$ cat config.mk
export PLATFORM = sky130hd
export DESIGN_NAME = ptu_angle
export DESIGN_NICKNAME = d
export VERILOG_FILES = /design/src/hdl/ptu_pkg.sv /design/src/hdl/ptu_angle.sv
export SDC_FILE = /design/constraint.sdc
export NUM_CORES = 1
export LEC_CHECK = 0
export BUFFER_PORTS_ARGS = -buffer_cell sky130_fd_sc_hd__clkbuf_2
export CORE_ASPECT_RATIO = 1.1
export CORE_MARGIN = 5
export CORE_UTILIZATION = 45
export DETAILED_ROUTE_END_ITERATION = 10
export PLACE_DENSITY = 0.67
export SLEW_MARGIN = 20
export SYNTH_ARGS = -nofsm -noshare
export SYNTH_HDL_FRONTEND = slang
export SYNTH_SLANG_ARGS = --single-unit
$ cat constraint.sdc
create_clock -name clock -period 17.15 [get_ports clock]
set_input_delay 5.145 -clock clock [delete_from_list [all_inputs] [get_ports clock]]
set_output_delay 5.145 -clock clock [all_outputs]
set_load 0.1 [all_outputs]
$ cat src/hdl/ptu_pkg.sv
`timescale 1ns / 1ps
// ----------------------------------------------------------------------------
// ptu_pkg
// Shared types, constants and the CORDIC arctangent table for the point
// transform unit.
// ----------------------------------------------------------------------------
package ptu_pkg;

   // configuration of the datapath
   localparam int CORDIC_STAGES = 16;
   localparam int FRAC_BITS     = 16;
   localparam int ATAN_LEN      = 24;
   localparam int CORDIC_RUN    = (CORDIC_STAGES < ATAN_LEN) ? CORDIC_STAGES : ATAN_LEN;

   // widths
   localparam int CW     = 34;   // CORDIC x/y
   localparam int ZW     = 33;   // CORDIC residual angle
   localparam int SUM_W  = 66;   // sum of two 64-bit products
   localparam int ROT_SHIFT = 30;

   // constants
   localparam logic signed [31:0] RAD_TO_TURN = 32'sd683565276;
   localparam logic signed [CW-1:0] INV_GAIN  = CW'(32'sd652032874);
   localparam logic signed [31:0] TRIG_ONE    = 32'sh4000_0000;

   // operation codes
   localparam logic [2:0] KIND_TRANSLATE = 3'd0;
   localparam logic [2:0] KIND_SCALE     = 3'd1;
   localparam logic [2:0] KIND_ROT_X     = 3'd2;
   localparam logic [2:0] KIND_ROT_Y     = 3'd3;
   localparam logic [2:0] KIND_ROT_Z     = 3'd4;

   typedef struct packed {
      logic [2:0]         kind;
      logic signed [31:0] px;
      logic signed [31:0] py;
      logic signed [31:0] pz;
      logic signed [31:0] dx;
      logic signed [31:0] dy;
      logic signed [31:0] dz;
      logic signed [31:0] factor;
      logic signed [19:0] angle;
   } ptu_req_type;

   typedef struct packed {
      logic signed [31:0] rx;
      logic signed [31:0] ry;
      logic signed [31:0] rz;
      logic               saturated;
   } ptu_rsp_type;

   // operands that ride along with the angle through the trig pipeline
   typedef struct packed {
      logic [2:0]         kind;
      logic signed [31:0] px;
      logic signed [31:0] py;
      logic signed [31:0] pz;
      logic signed [31:0] dx;
      logic signed [31:0] dy;
      logic signed [31:0] dz;
      logic signed [31:0] factor;
   } ptu_carry_type;

   typedef struct packed {
      ptu_carry_type        carry;
      logic [1:0]           quad;
      logic signed [ZW-1:0] resid;
   } ptu_turn_type;

   typedef struct packed {
      ptu_carry_type        carry;
      logic [1:0]           quad;
      logic signed [CW-1:0] x;
      logic signed [CW-1:0] y;
      logic signed [ZW-1:0] z;
   } ptu_rot_type;

   typedef struct packed {
      ptu_carry_type        carry;
      logic [1:0]           quad;
      logic signed [CW-1:0] cx;
      logic signed [CW-1:0] cy;
   } ptu_trig_type;

   // one output coordinate = a*ca + b*cb, rounded
   typedef struct packed {
      logic signed [31:0] a;
      logic signed [31:0] ca;
      logic signed [31:0] b;
      logic signed [31:0] cb;
   } ptu_mac_type;

   // arctangent of 2^-i in binary angle units (2^32 = one turn)
   function automatic logic signed [ZW-1:0] ptu_atan(input int idx);
      logic [31:0] v;
      case (idx)
         0:       v = 32'h2000_0000;
         1:       v = 32'h12E4_051E;
         2:       v = 32'h09FB_385B;
         3:       v = 32'h0511_11D4;
         4:       v = 32'h028B_0D43;
         5:       v = 32'h0145_D7E1;
         6:       v = 32'h00A2_F61E;
         7:       v = 32'h0051_7C55;
         8:       v = 32'h0028_BE53;
         9:       v = 32'h0014_5F2F;
         10:      v = 32'h000A_2F98;
         11:      v = 32'h0005_17CC;
         12:      v = 32'h0002_8BE6;
         13:      v = 32'h0001_45F3;
         14:      v = 32'h0000_A2FA;
         15:      v = 32'h0000_517D;
         16:      v = 32'h0000_28BE;
         17:      v = 32'h0000_145F;
         18:      v = 32'h0000_0A30;
         19:      v = 32'h0000_0518;
         20:      v = 32'h0000_028C;
         21:      v = 32'h0000_0146;
         22:      v = 32'h0000_00A3;
         23:      v = 32'h0000_0051;
         default: v = 32'h0000_0000;
      endcase
      return signed'({1'b0, v});
   endfunction

endpackage

$ cat src/hdl/ptu_angle.sv
`timescale 1ns / 1ps
// ----------------------------------------------------------------------------
// ptu_angle
// Two-stage front end: radians to binary angle, then quadrant and residual.
// ----------------------------------------------------------------------------
module ptu_angle import ptu_pkg::*; (
   input  logic         clock,
   input  logic         reset,
   input  logic         in_valid,
   output logic         in_ready,
   input  ptu_req_type  in_data,
   output logic         out_valid,
   input  logic         out_ready,
   output ptu_turn_type out_data
);

   localparam int PROD_W = 52;

   logic                     prd_v_ff;
   ptu_carry_type            prd_carry_ff;
   logic signed [PROD_W-1:0] prd_ff;
   logic signed [PROD_W-1:0] prd_in;
   logic                     prd_en;

   logic                     trn_v_ff;
   ptu_turn_type             trn_ff;
   ptu_turn_type             trn_in;
   logic                     trn_en;

   logic signed [PROD_W-1:0] rnd_w;
   logic [31:0]              turn_w;
   logic [31:0]              qsum_w;
   logic [31:0]              resid_w;

   assign trn_en   = !trn_v_ff || out_ready;
   assign prd_en   = !prd_v_ff || trn_en;
   assign in_ready = prd_en;

   assign prd_in = PROD_W'(in_data.angle) * PROD_W'(RAD_TO_TURN);

   // round at bit 16, keep binary angle modulo one turn
   always_comb begin
      rnd_w   = prd_ff + PROD_W'(32'sd32768);
      turn_w  = rnd_w[47:16];
      qsum_w  = turn_w + 32'h2000_0000;
      resid_w = turn_w - {qsum_w[31:30], 30'd0};
      trn_in.carry = prd_carry_ff;
      trn_in.quad  = qsum_w[31:30];
      trn_in.resid = ZW'(signed'(resid_w));
   end

   always_ff @(posedge clock) begin
      if (reset) begin
         prd_v_ff <= 1'b0;
         trn_v_ff <= 1'b0;
      end else begin
         if (prd_en) begin
            prd_v_ff <= in_valid;
         end
         if (trn_en) begin
            trn_v_ff <= prd_v_ff;
         end
      end
   end

   always_ff @(posedge clock) begin
      if (prd_en) begin
         prd_ff       <= prd_in;
         prd_carry_ff <= '{kind:   in_data.kind,
                           px:     in_data.px,
                           py:     in_data.py,
                           pz:     in_data.pz,
                           dx:     in_data.dx,
                           dy:     in_data.dy,
                           dz:     in_data.dz,
                           factor: in_data.factor};
      end
      if (trn_en) begin
         trn_ff <= trn_in;
      end
   end

   assign out_valid = trn_v_ff;
   assign out_data  = trn_ff;

endmodule

* Word-level counts from Yosys, hierarchy flattened *
Cells that the tools add are included.

word-level totals
  flip-flop bits (word level) = 536
  latch bits = 0
  bits in writable memories = 0
  memories = 0
  bits in read-only memories = 0
  bits of input ports = 251
  output and inout port bits = 264
  word-level logic and storage cells = 29

cells by class
  $mul = 1
  multiplexer cells = 0
  bitwise operators = 0
  div/mod/pow operators = 0
  reductions and logical operators = 4
  eq/ne operators = 0
  shift operators = 0
  add/sub/neg operators = 3
  magnitude comparators = 0

operators by type and width
  operator                  count
  $add A48 B17 Y48 const B  1
  $mul A20 B29 Y46 const B  1
  $add A32 B30 Y32 const B  1
  $sub A32 B32 Y32          1
  $logic_not A1 Y1          2
  $logic_or A1 B1 Y1        2

* Depth between registers and ports, before layout *
Gate-level depths: netlist of run 1.

  word-level depth = 3
  depth in mapped cells = 23
  mapped depth without buffers = 23

* Worst setup path before layout of run 1 *
No wires, ideal clock.

  kind = input -> output
  start point = input out_ready
  end point = output in_ready
  data required time = 12005 ps
  setup slack = 743 ps
  arrival = 11262 ps
  stages on the path = 2
  cell sequence = nor2b_1 -> nand2_1

on the way
  word-level cells in the longest chain between the ends = 2

ends and longest elaborated chain
  element             RTL line         source
  from (decl)         ptu_angle.sv:13  input logic out_ready,
  $logic_or A1 B1 Y1  ptu_angle.sv:35  assign trn_en = !trn_v_ff || out_ready;
  $logic_or A1 B1 Y1  ptu_angle.sv:36  assign prd_en = !prd_v_ff || trn_en;
  to (decl)           ptu_angle.sv:10  output logic in_ready,

Every way passes these cells.

* Final worst setup path of run 1 *
Ends and elaborated chain as after synthesis.

==> results of run 1 <==
metrics by stage:
step                      std cells  area (sq um)  utilization (%)  setup WS [ns]  hold WS, ns
final                          2957         30800             54.0           5.24        0.400
after global routing           2954         30800             54.0           5.16        0.411
after CTS                      2954         30800             54.0           5.27        0.397
after floorplan                1608         25800                -          0.743        0.400
after detailed placement       2871         29300             51.4           5.27        0.405
after global placement         2871         29300             51.4           5.32        0.400
logic make-up (layout without fill, tap and decap cells):
group	Yosys count	count (layout)
adders and majority gates	432	432
AOI/OAI and AO/OA	101	101
xor gates and xnor gates	72	72
and+or+nand+nor	154	154
other	0	3
buffers and inverters	326	920
DFF	523	523
registers in the layout, indices dropped and copies added, names as in the netlist:
name          count
out_valid         1
prd_ff           33
out_data        261
prd_v_ff          1
prd_carry_ff    227
layer usage:
metal / GRT usage (%) / part of all wire (%)
met2: 36.7 / 50
met4: 7.06 / 3.8
met3: 4.76 / 7.4
met1: 26.8 / 39
met5: 0 / 0.092
cells in the final DEF, fill, tap and decap left out, drive strengths merged, types with 3 or more instances in the layout:
master and count:
a211oi 5, nand2 51, a31oi 4, nor2 33, nand2b 6, fa 182
clkbuf 566, a21oi 36, edfxtp 521, nor4 5, or2 6, xor2 21
nor3 7, inv 321, and3 9, o21bai 7, clkinv 23, buf 5
xnor2 51, nand4 10, a21o 16, nand3 14, o21ai 20, nor2b 3
ha 250, bufinv 3, diode 3
area by class of cell:
class	count	share of cell area, %
flip-flops and latches	523	51.0
multi-input cells	759	28.8
repair buffers	519	8.49
inverters	318	3.90
clock buffers	52	3.88
well taps	752	3.06
clock inverters	31	0.842
diodes	3	0.0244
worst max-delay path, stage by stage:
cell and delay (ns):
clkbuf_2 0.08, nor2b_1 0.52, nand2_4 0.49, clkbuf_2 0.51
worst max path at each step:
stage	startpoint	end	slack, ns	cells after the start
floorplan	out_ready	in_ready	0.74	2
global placement	out_ready	in_ready	5.32	4
detailed placement	out_ready	in_ready	5.27	4
CTS	out_ready	in_ready	5.27	4
global route	out_ready	in_ready	5.16	4
finish	out_ready	in_ready	5.24	4
==> impl_metrics.yaml, run 1 <==
synth:
  flip_flop_and_latch_count_after_synthesis: 523
  avgSynthCellArea_sq_um: 16.0
  seq_area_frac_synth_pct: 60.9
  ys.warnings.count: 0
  most_frequent_cell_after_synthesis: "edfxtp_1"
  synth_instances: 1608
  synth_edf_count: 521
  synth-simple-area-share_pct: 2.98
  synth_top_cell_by_area: "edfxtp_1"
  netlist.area_leader.share_pct: 60.7
  synthTopCellsByArea: "edfxtp_1 61%, fa_1 14%, ha_1 12%"
  yosys_most_used_dff: "edfxtp_1"
  muxShareOfSynthArea_pct: 0
  synth_xor_area_share_pct: 2.45
  post_synth_num_cell_types: 52
  post_synth_fa_ha_maj_area_fraction_pct: 26.3
  syn_area_sq_mm: 0.0258
  mappedNetlistNets: 2291
  synth_top_family_by_area: "adder cells"
  synth_top_cells_by_count: "521 x edfxtp_1, 318 x inv_1, 250 x ha_1, 182 x fa_1"
  post_synthesis_compound_gate_area_fraction_pct: 2.66
  synthArstFlopShare_pct: 0
setup_path:
  timing.rr.start: "out_valid"
  rrSetupSlack_ns: 13.79
  cp-end-kind: "output port"
  critPathKind: "input pin to output port"
  critical_path_required_ns: 12.00
  start_kind: "input pin"
  path_max_fanout: 42
  arrival_ns: 6.77
  r2r_cells: 4
  crit-reg2reg-capture: "prd_carry_ff[25]"
sta:
  achievable-frequency_mhz: 84.0
  final_min_period_over_clock_period_pct: 69.5
  finalClockSkew_ns: 0.0261
  worst-slew-pin-transition_ns: 1.07
  final-hold-violation-count: 0
  relative_slew_slack_pct: 28.9
  rsz0062_at_grt: "no"
  final-max-slew-violation-count: 0
  setup_total_negative_slack_ns: 0
  finalSetupViolations: 0
  min_period_ns: 11.91
die:
  io_pins: 515
  core_area_sq_mm: 0.0570
  initial_utilization_pct: 45.2
  die_h_um: 261
  full_die_area_sq_mm: 0.0621
  rows: 92
  die_w_um: 238
global_routing:
  grt_overflow_total: 0
  grt_max_degree: 113
  antenna_violations_before_repair: 9
  grt_first_pass_wirelength_um: 98300
  total_global_route_track_usage_pct: 21.3
  first_global_vias: 15200
routing:
  drc: 0
  drt_first_iter_violations: 1007
  num_vias: 14400
  drt-vias-per-instance: 4.88
  drt.antenna.violating_nets: 0
  detail_route.wirelength_um: 67700
  drt_first_pass_iters: 5
  route.detailed.wl_per_inst_um: 22.9
layout:
  filler_cell_count: 4673
  final_nets: 2850
  seq_area_sq_mm: 0.0157
  multi_input_area_sq_mm: 0.00886
  area.growth.synth_to_final_pct: 19.4
  layout_cells_sized_above_1_pct: 27.7
hold_path:
  worst_hold_path_type: "flip-flop to flip-flop"
  holdCritStartpoint: "prd_carry_ff[135]"
  timing.hold.worst_endpoint: "out_data[170]"
  min_path_cells: 0
flow_run:
  drv.max_cap_violation_count: 0
place:
  detailedPlacementHpwl_um: 55900
  placer_s_final_routability_congestion_estimate: 0.942
  io_buffers: 514
clocking:
  cts.hold.buffers_added: 0
  clock_tree_from_tritoncts: "yes"
  worst_skew_pair.late_latency_ns: 0.56
  cts.htree.levels: 2
  cts_buffers: 46
  reg_clk_slew_reported_paths_ns: 0.07
  cts_root_buffer: "clkbuf_16"
  cts.repair_timing.setup_buffer_count: 0
  cts_resized: 0
  clk_path_buf_depth: 3
  clock_sinks: 523
run_status:
  result_of_the_run: "completed"
Power of run 1 is left out: the tool's default activity adds up to more than one toggle a clock period on the data nets, which glitch-free logic cannot reach.
==> run 2: changes to the inputs <==
Settings changed: ABC_AREA set to 1.
Clock period 17.15 ns to 11.7 ns, I/O delays scaled along.
==> impl_metrics.yaml, run 2 <==
clocking:
  worst_skew_pair.late_latency_ns: 0.55
  cts.hold.buffers_added: 0
  reg_clk_slew_reported_paths_ns: 0.07
  cts_root_buffer: "clkbuf_16"
  clock_sinks: 523
  cts.repair_timing.setup_buffer_count: 0
  cts_resized: 0
  clock_tree_from_tritoncts: "yes"
  cts.htree.levels: 2
  cts_buffers: 47
  clk_path_buf_depth: 3
die:
  rows: 94
  die_w_um: 244
  full_die_area_sq_mm: 0.0650
  io_pins: 515
  core_area_sq_mm: 0.0596
  initial_utilization_pct: 45.3
  die_h_um: 267
layout:
  final_area_sq_mm: 0.0321
  final_core_utilization_pct: 53.9
  area.growth.synth_to_final_pct: 19.0
  layout_commonest_cell: "edfxtp_1"
  most-common-layout-cells: "521 x edfxtp_1, 514 x clkbuf_2, 420 x inv_1"
  layout_cells_sized_above_1_pct: 23.9
  filler_cell_count: 4961
  largest_register_ff_count: 261
  seq_area_sq_mm: 0.0157
  final_nets: 3232
  multi_input_area_sq_mm: 0.00974
setup_path:
  worst-path-buf-inv: 5
  critPathKind: "input pin to flip-flop"
  crit_path_cell_trace: "clkbuf_2 -> fa_1 -> fa_1 -> inv_1 -> fa_1 -> inv_1 -> fa_1 -> inv_1 -> fa_1 -> fa_1 -> inv_1 -> fa_1 -> ha_1 -> nand2_1 -> nor2_1 -> nand2_1 -> nor2_1 -> nand2_1 -> nand3_1 -> xor2_1"
  arrival_ns: 9.22
  critical_path.top_delay_family: "adder cells"
  worst_path_largest_cell_delay_ns: 0.61
  path_max_fanout: 8
  cp-end-kind: "flip-flop"
  critical_path.slowest_cell: "fa_1"
  critical_path.most_common_cell: "fa_1"
  start_kind: "input pin"
  critical_path_required_ns: 12.05
routing:
  drc: 0
  drt_first_iter_violations: 1173
  drt_first_pass_iters: 5
  drt-vias-per-instance: 4.94
  met2_length_um: 37700
  met1_routed_wirelength_after_detailed_routing_um: 29100
  detail_route.wirelength_um: 74300
  route.detailed.wl_per_inst_um: 22.1
  highest_layer: "met5"
  num_vias: 16600
  drt.antenna.violating_nets: 0
  route.met3.wl_um: 4660
synth:
  synth_instances: 1982
  syn_area_sq_mm: 0.0270
  most_frequent_cell_after_synthesis: "edfxtp_1"
  synth_edf_count: 521
  seq_area_frac_synth_pct: 58.1
  avgSynthCellArea_sq_um: 13.6
  synthArstFlopShare_pct: 0
  yosys_most_used_dff: "edfxtp_1"
  synthTopCellsByArea: "edfxtp_1 58%, fa_1 13%, ha_1 12%"
  flip_flop_and_latch_count_after_synthesis: 523
  netlist.area_leader.share_pct: 57.9
  synth_top_cell_by_area: "edfxtp_1"
  ys.warnings.count: 0
  mappedNetlistNets: 2665
  synth_top_cells_by_count: "521 x edfxtp_1, 420 x inv_1, 255 x nand2_1, 250 x ha_1, 182 x fa_1"
  post_synth_num_cell_types: 35
sta:
  relative_slew_slack_pct: 28.0
  finalSetupViolations: 0
  rsz0062_at_grt: "no"
  finalClockSkew_ns: 0.0172
  achievable-frequency_mhz: 113
  setup_total_negative_slack_ns: 0
  final_min_period_over_clock_period_pct: 75.9
  min_period_ns: 8.88
  final-hold-violation-count: 0
  final-max-slew-violation-count: 0
  worst-slew-pin-transition_ns: 1.08
global_routing:
  total_global_route_track_usage_pct: 22.4
  grt_first_pass_wirelength_um: 110000
  first_global_vias: 17600
  grt_overflow_total: 0
  grt_max_degree: 187
  antenna_violations_before_repair: 4
run_status:
  result_of_the_run: "completed"
place:
  postPlaceCellArea_sq_mm: 0.0306
  placer_s_final_routability_congestion_estimate: 0.983
  io_buffers: 514
  detailedPlacementHpwl_um: 61500
flow_run:
  drv.max_cap_violation_count: 0
hold_path:
  worst_hold_path_type: "flip-flop to flip-flop"
## run 2: cell types whose count changed in the layout (fill, tap and decap cells not counted), moves of 8 or more
cell	delta
nand2_1	+204
inv_1	+103
nor2_1	+64
xnor2_1	-30
a21oi_1	+29
nand3_1	+22
o21ai_0	+16
xor2_1	+16
a21o_1	-12
nand4_1	+10
and3_1	-8
## run 2: cells by family (layout without fill, tap and decap cells)
kind of cell	after synthesis	after routing	synth area share, %
AND/OR/NAND/NOR	441	441	7.02
XOR/XNOR	58	58	1.88
adder cells (fa/ha/maj)	432	432	25.1
flip-flops	523	523	58.1
AO/OA/AOI/OAI	104	104	2.02
other	0	1	0
buffers and inverters	424	1029	5.91
## run 2: area by class of cell
type | count | share of cell area (%)
inverter | 423 | 4.94
clock buffer | 53 | 3.80
tap | 768 | 2.99
sequential | 523 | 48.8
clock inverter | 34 | 0.930
multi-input combinational | 1035 | 30.3
antenna | 1 | 0.00779
timing repair buffer | 519 | 8.22
## run 2: path summary, 6_finish.rpt
check             slack, ns  depth (start not counted)             start                end
setup / recovery       2.82                         20        in_data[2]         prd_ff[28]
hold / removal         0.41                          0  prd_carry_ff[77]      out_data[112]
setup reg to reg       8.54                          3         out_valid  prd_carry_ff[181]
hold reg to reg        0.41                          0  prd_carry_ff[77]      out_data[112]
## run 2: routing by layer
metal  vias to the layer above  GRT usage (%)
met5                         -              0
met4                         6           7.76
met3                       149           4.22
met2                       618           39.6
met1                      8116           27.9
li1                       7698              -
## run 2: stage by stage
stage / hold WS, ns / instances / setup slack (ns)
2_1_floorplan: 0.400 / 1982 / 0.857
3_3_place_gp: 0.400 / 3267 / 2.32
3_5_place_dp: 0.405 / 3267 / 2.25
4_1_cts: 0.412 / 3354 / 2.84
5_1_grt: 0.422 / 3355 / 2.61
6_report: 0.413 / 3356 / 2.82
Power of run 2 is left out for the same reason.
==> run 3: changes to the inputs <==
Clock period 11.7 ns to 9 ns, I/O delays scaled along.
==> impl_metrics.yaml, run 3 (synthesis gave the netlist of run 2 again) <==
place:
  placer_s_final_routability_congestion_estimate: 0.974
  io_buffers: 514
  detailedPlace.worstSlack_ns: 0.438
  detailedPlacementHpwl_um: 61000
sta:
  finalClockSkew_ns: 0.0228
  finalSetupViolations: 0
  final_min_period_over_clock_period_pct: 88.8
  final.hold.worst_slack_ns: 0.410
  final-hold-violation-count: 0
  rsz0062_at_grt: "no"
  min_period_ns: 7.99
  achievable-frequency_mhz: 125
  worst_slack_ns: 1.01
  final-max-slew-violation-count: 0
  worst-slew-pin-transition_ns: 1.07
  relative_slew_slack_pct: 28.7
flow_run:
  drv.max_cap_violation_count: 0
clocking:
  cts.hold.buffers_added: 0
  reg_clk_slew_reported_paths_ns: 0.07
  cts.htree.levels: 2
  clk_path_buf_depth: 3
  cts.repair_timing.setup_buffer_count: 0
  cts_root_buffer: "clkbuf_16"
  clock_tree_from_tritoncts: "yes"
  cts_buffers: 46
  worst_skew_pair.late_latency_ns: 0.56
  cts_resized: 0
  clock_sinks: 523
routing:
  drt-vias-per-instance: 4.96
  drt_first_pass_iters: 5
  route.detailed.wl_per_inst_um: 22.0
  drt_first_iter_violations: 1174
  detail_route.wirelength_um: 73700
  num_vias: 16700
  drc: 0
  drt.antenna.violating_nets: 0
setup_path:
  worst_path_largest_cell_delay_ns: 0.67
  critical_path.slowest_cell: "fa_1"
  start_kind: "input pin"
  critical_path.top_delay_family: "adder cells"
  critPathKind: "input pin to flip-flop"
  worst-path-buf-inv: 5
  path_max_fanout: 7
  cp-end-kind: "flip-flop"
  crit_path_cell_trace: "clkbuf_2 -> inv_1 -> fa_1 -> inv_1 -> fa_1 -> inv_1 -> fa_1 -> fa_1 -> inv_1 -> fa_1 -> fa_1 -> ha_1 -> ha_1 -> nand2_1 -> nor2_1 -> nand2_1 -> nor2_1 -> nand2_1 -> nand3_1 -> xor2_1"
  critical_path_required_ns: 9.36
  critical_path.most_common_cell: "fa_1"
  arrival_ns: 8.35
global_routing:
  total_global_route_track_usage_pct: 22.2
  antenna_violations_before_repair: 6
  first_global_vias: 17400
  grt_max_degree: 160
  grt_first_pass_wirelength_um: 109000
  grt_overflow_total: 0
layout:
  most-common-layout-cells: "521 x edfxtp_1, 514 x clkbuf_2, 420 x inv_1"
  area.growth.synth_to_final_pct: 19.0
  layout_commonest_cell: "edfxtp_1"
  final_nets: 3232
  largest_register_ff_count: 261
  layout_cells_sized_above_1_pct: 23.9
  filler_cell_count: 4997
die:
  core_area_sq_mm: 0.0596
  full_die_area_sq_mm: 0.0650
  initial_utilization_pct: 45.3
  io_pins: 515
  die_w_um: 244
  rows: 94
  die_h_um: 267
run_status:
  result_of_the_run: "completed"
hold_path:
  worst_hold_path_type: "flip-flop to flip-flop"
-- run 3: cell count changes in the layout (fill, tap and decap cells not counted), sizes merged --
| cell | before | now |
|---|---|---|
| buf | 5 | 6 |
| bufinv | 4 | 5 |
| clkinv | 21 | 17 |
| clkinvlp | 5 | 4 |
| diode | 1 | 3 |
-- run 3: path summary, 6_finish.rpt --
check	from	end	slack, ns	cells past startpoint
worst max-delay path	in_data[8]	prd_ff[30]	1.01	20
worst max register to register	prd_ff[15]	out_data[31]	6.63	12
worst min-delay path	prd_carry_ff[85]	out_data[120]	0.41	0
worst min register to register	prd_carry_ff[85]	out_data[120]	0.41	0
-- run 3: area by class of cell --
cell class,instances,area (sq um),area share [%]
multi-input combinational,1035,9750,30.3
clock inverter,30,307,0.954
timing repair buffer,520,2640,8.22
inverter,423,1590,4.94
clock buffer,53,1200,3.73
sequential,523,15700,48.8
tap,768,961,2.99
antenna,3,7.51,0.0234
-- run 3: worst register-to-register path, stage by stage (launching register included) --
cell	delay (ns)
edfxtp_1	0.35
ha_1	0.18
nand2_1	0.10
nor2_4	0.17
nand2_4	0.09
nor2_4	0.11
nand3_2	0.14
nor3_4	0.19
nand2_2	0.07
xor2_1	0.14
inv_1	0.11
ha_1	0.19
or2_2	0.29
-- run 3: metrics by stage --
| stage | setup TNS, ns | util, % | instances | cell area [sq um] |
|---|---|---|---|---|
| 4_1_cts | 0 | 53.9 | 3352 | 32100 |
| 3_3_place_gp | 0 | 51.3 | 3269 | 30600 |
| 3_5_place_dp | 0 | 51.3 | 3269 | 30600 |
| 2_1_floorplan | -5.95 | - | 1982 | 27000 |
| 6_report | 0 | 53.9 | 3355 | 32100 |
| 5_1_grt | 0 | 53.9 | 3355 | 32100 |
-- run 3: metal layers --
metal	global-route usage, %	part of all wire, %	wire length, um	vias to the layer above
li1	-	-	-	7699
met1	27.5	39	29100	8140
met2	38.9	50	36700	657
met3	3.63	6.0	4410	152
met4	9.53	4.8	3550	4
met5	0	0.031	23	-
Power of run 3 is left out for the same reason.
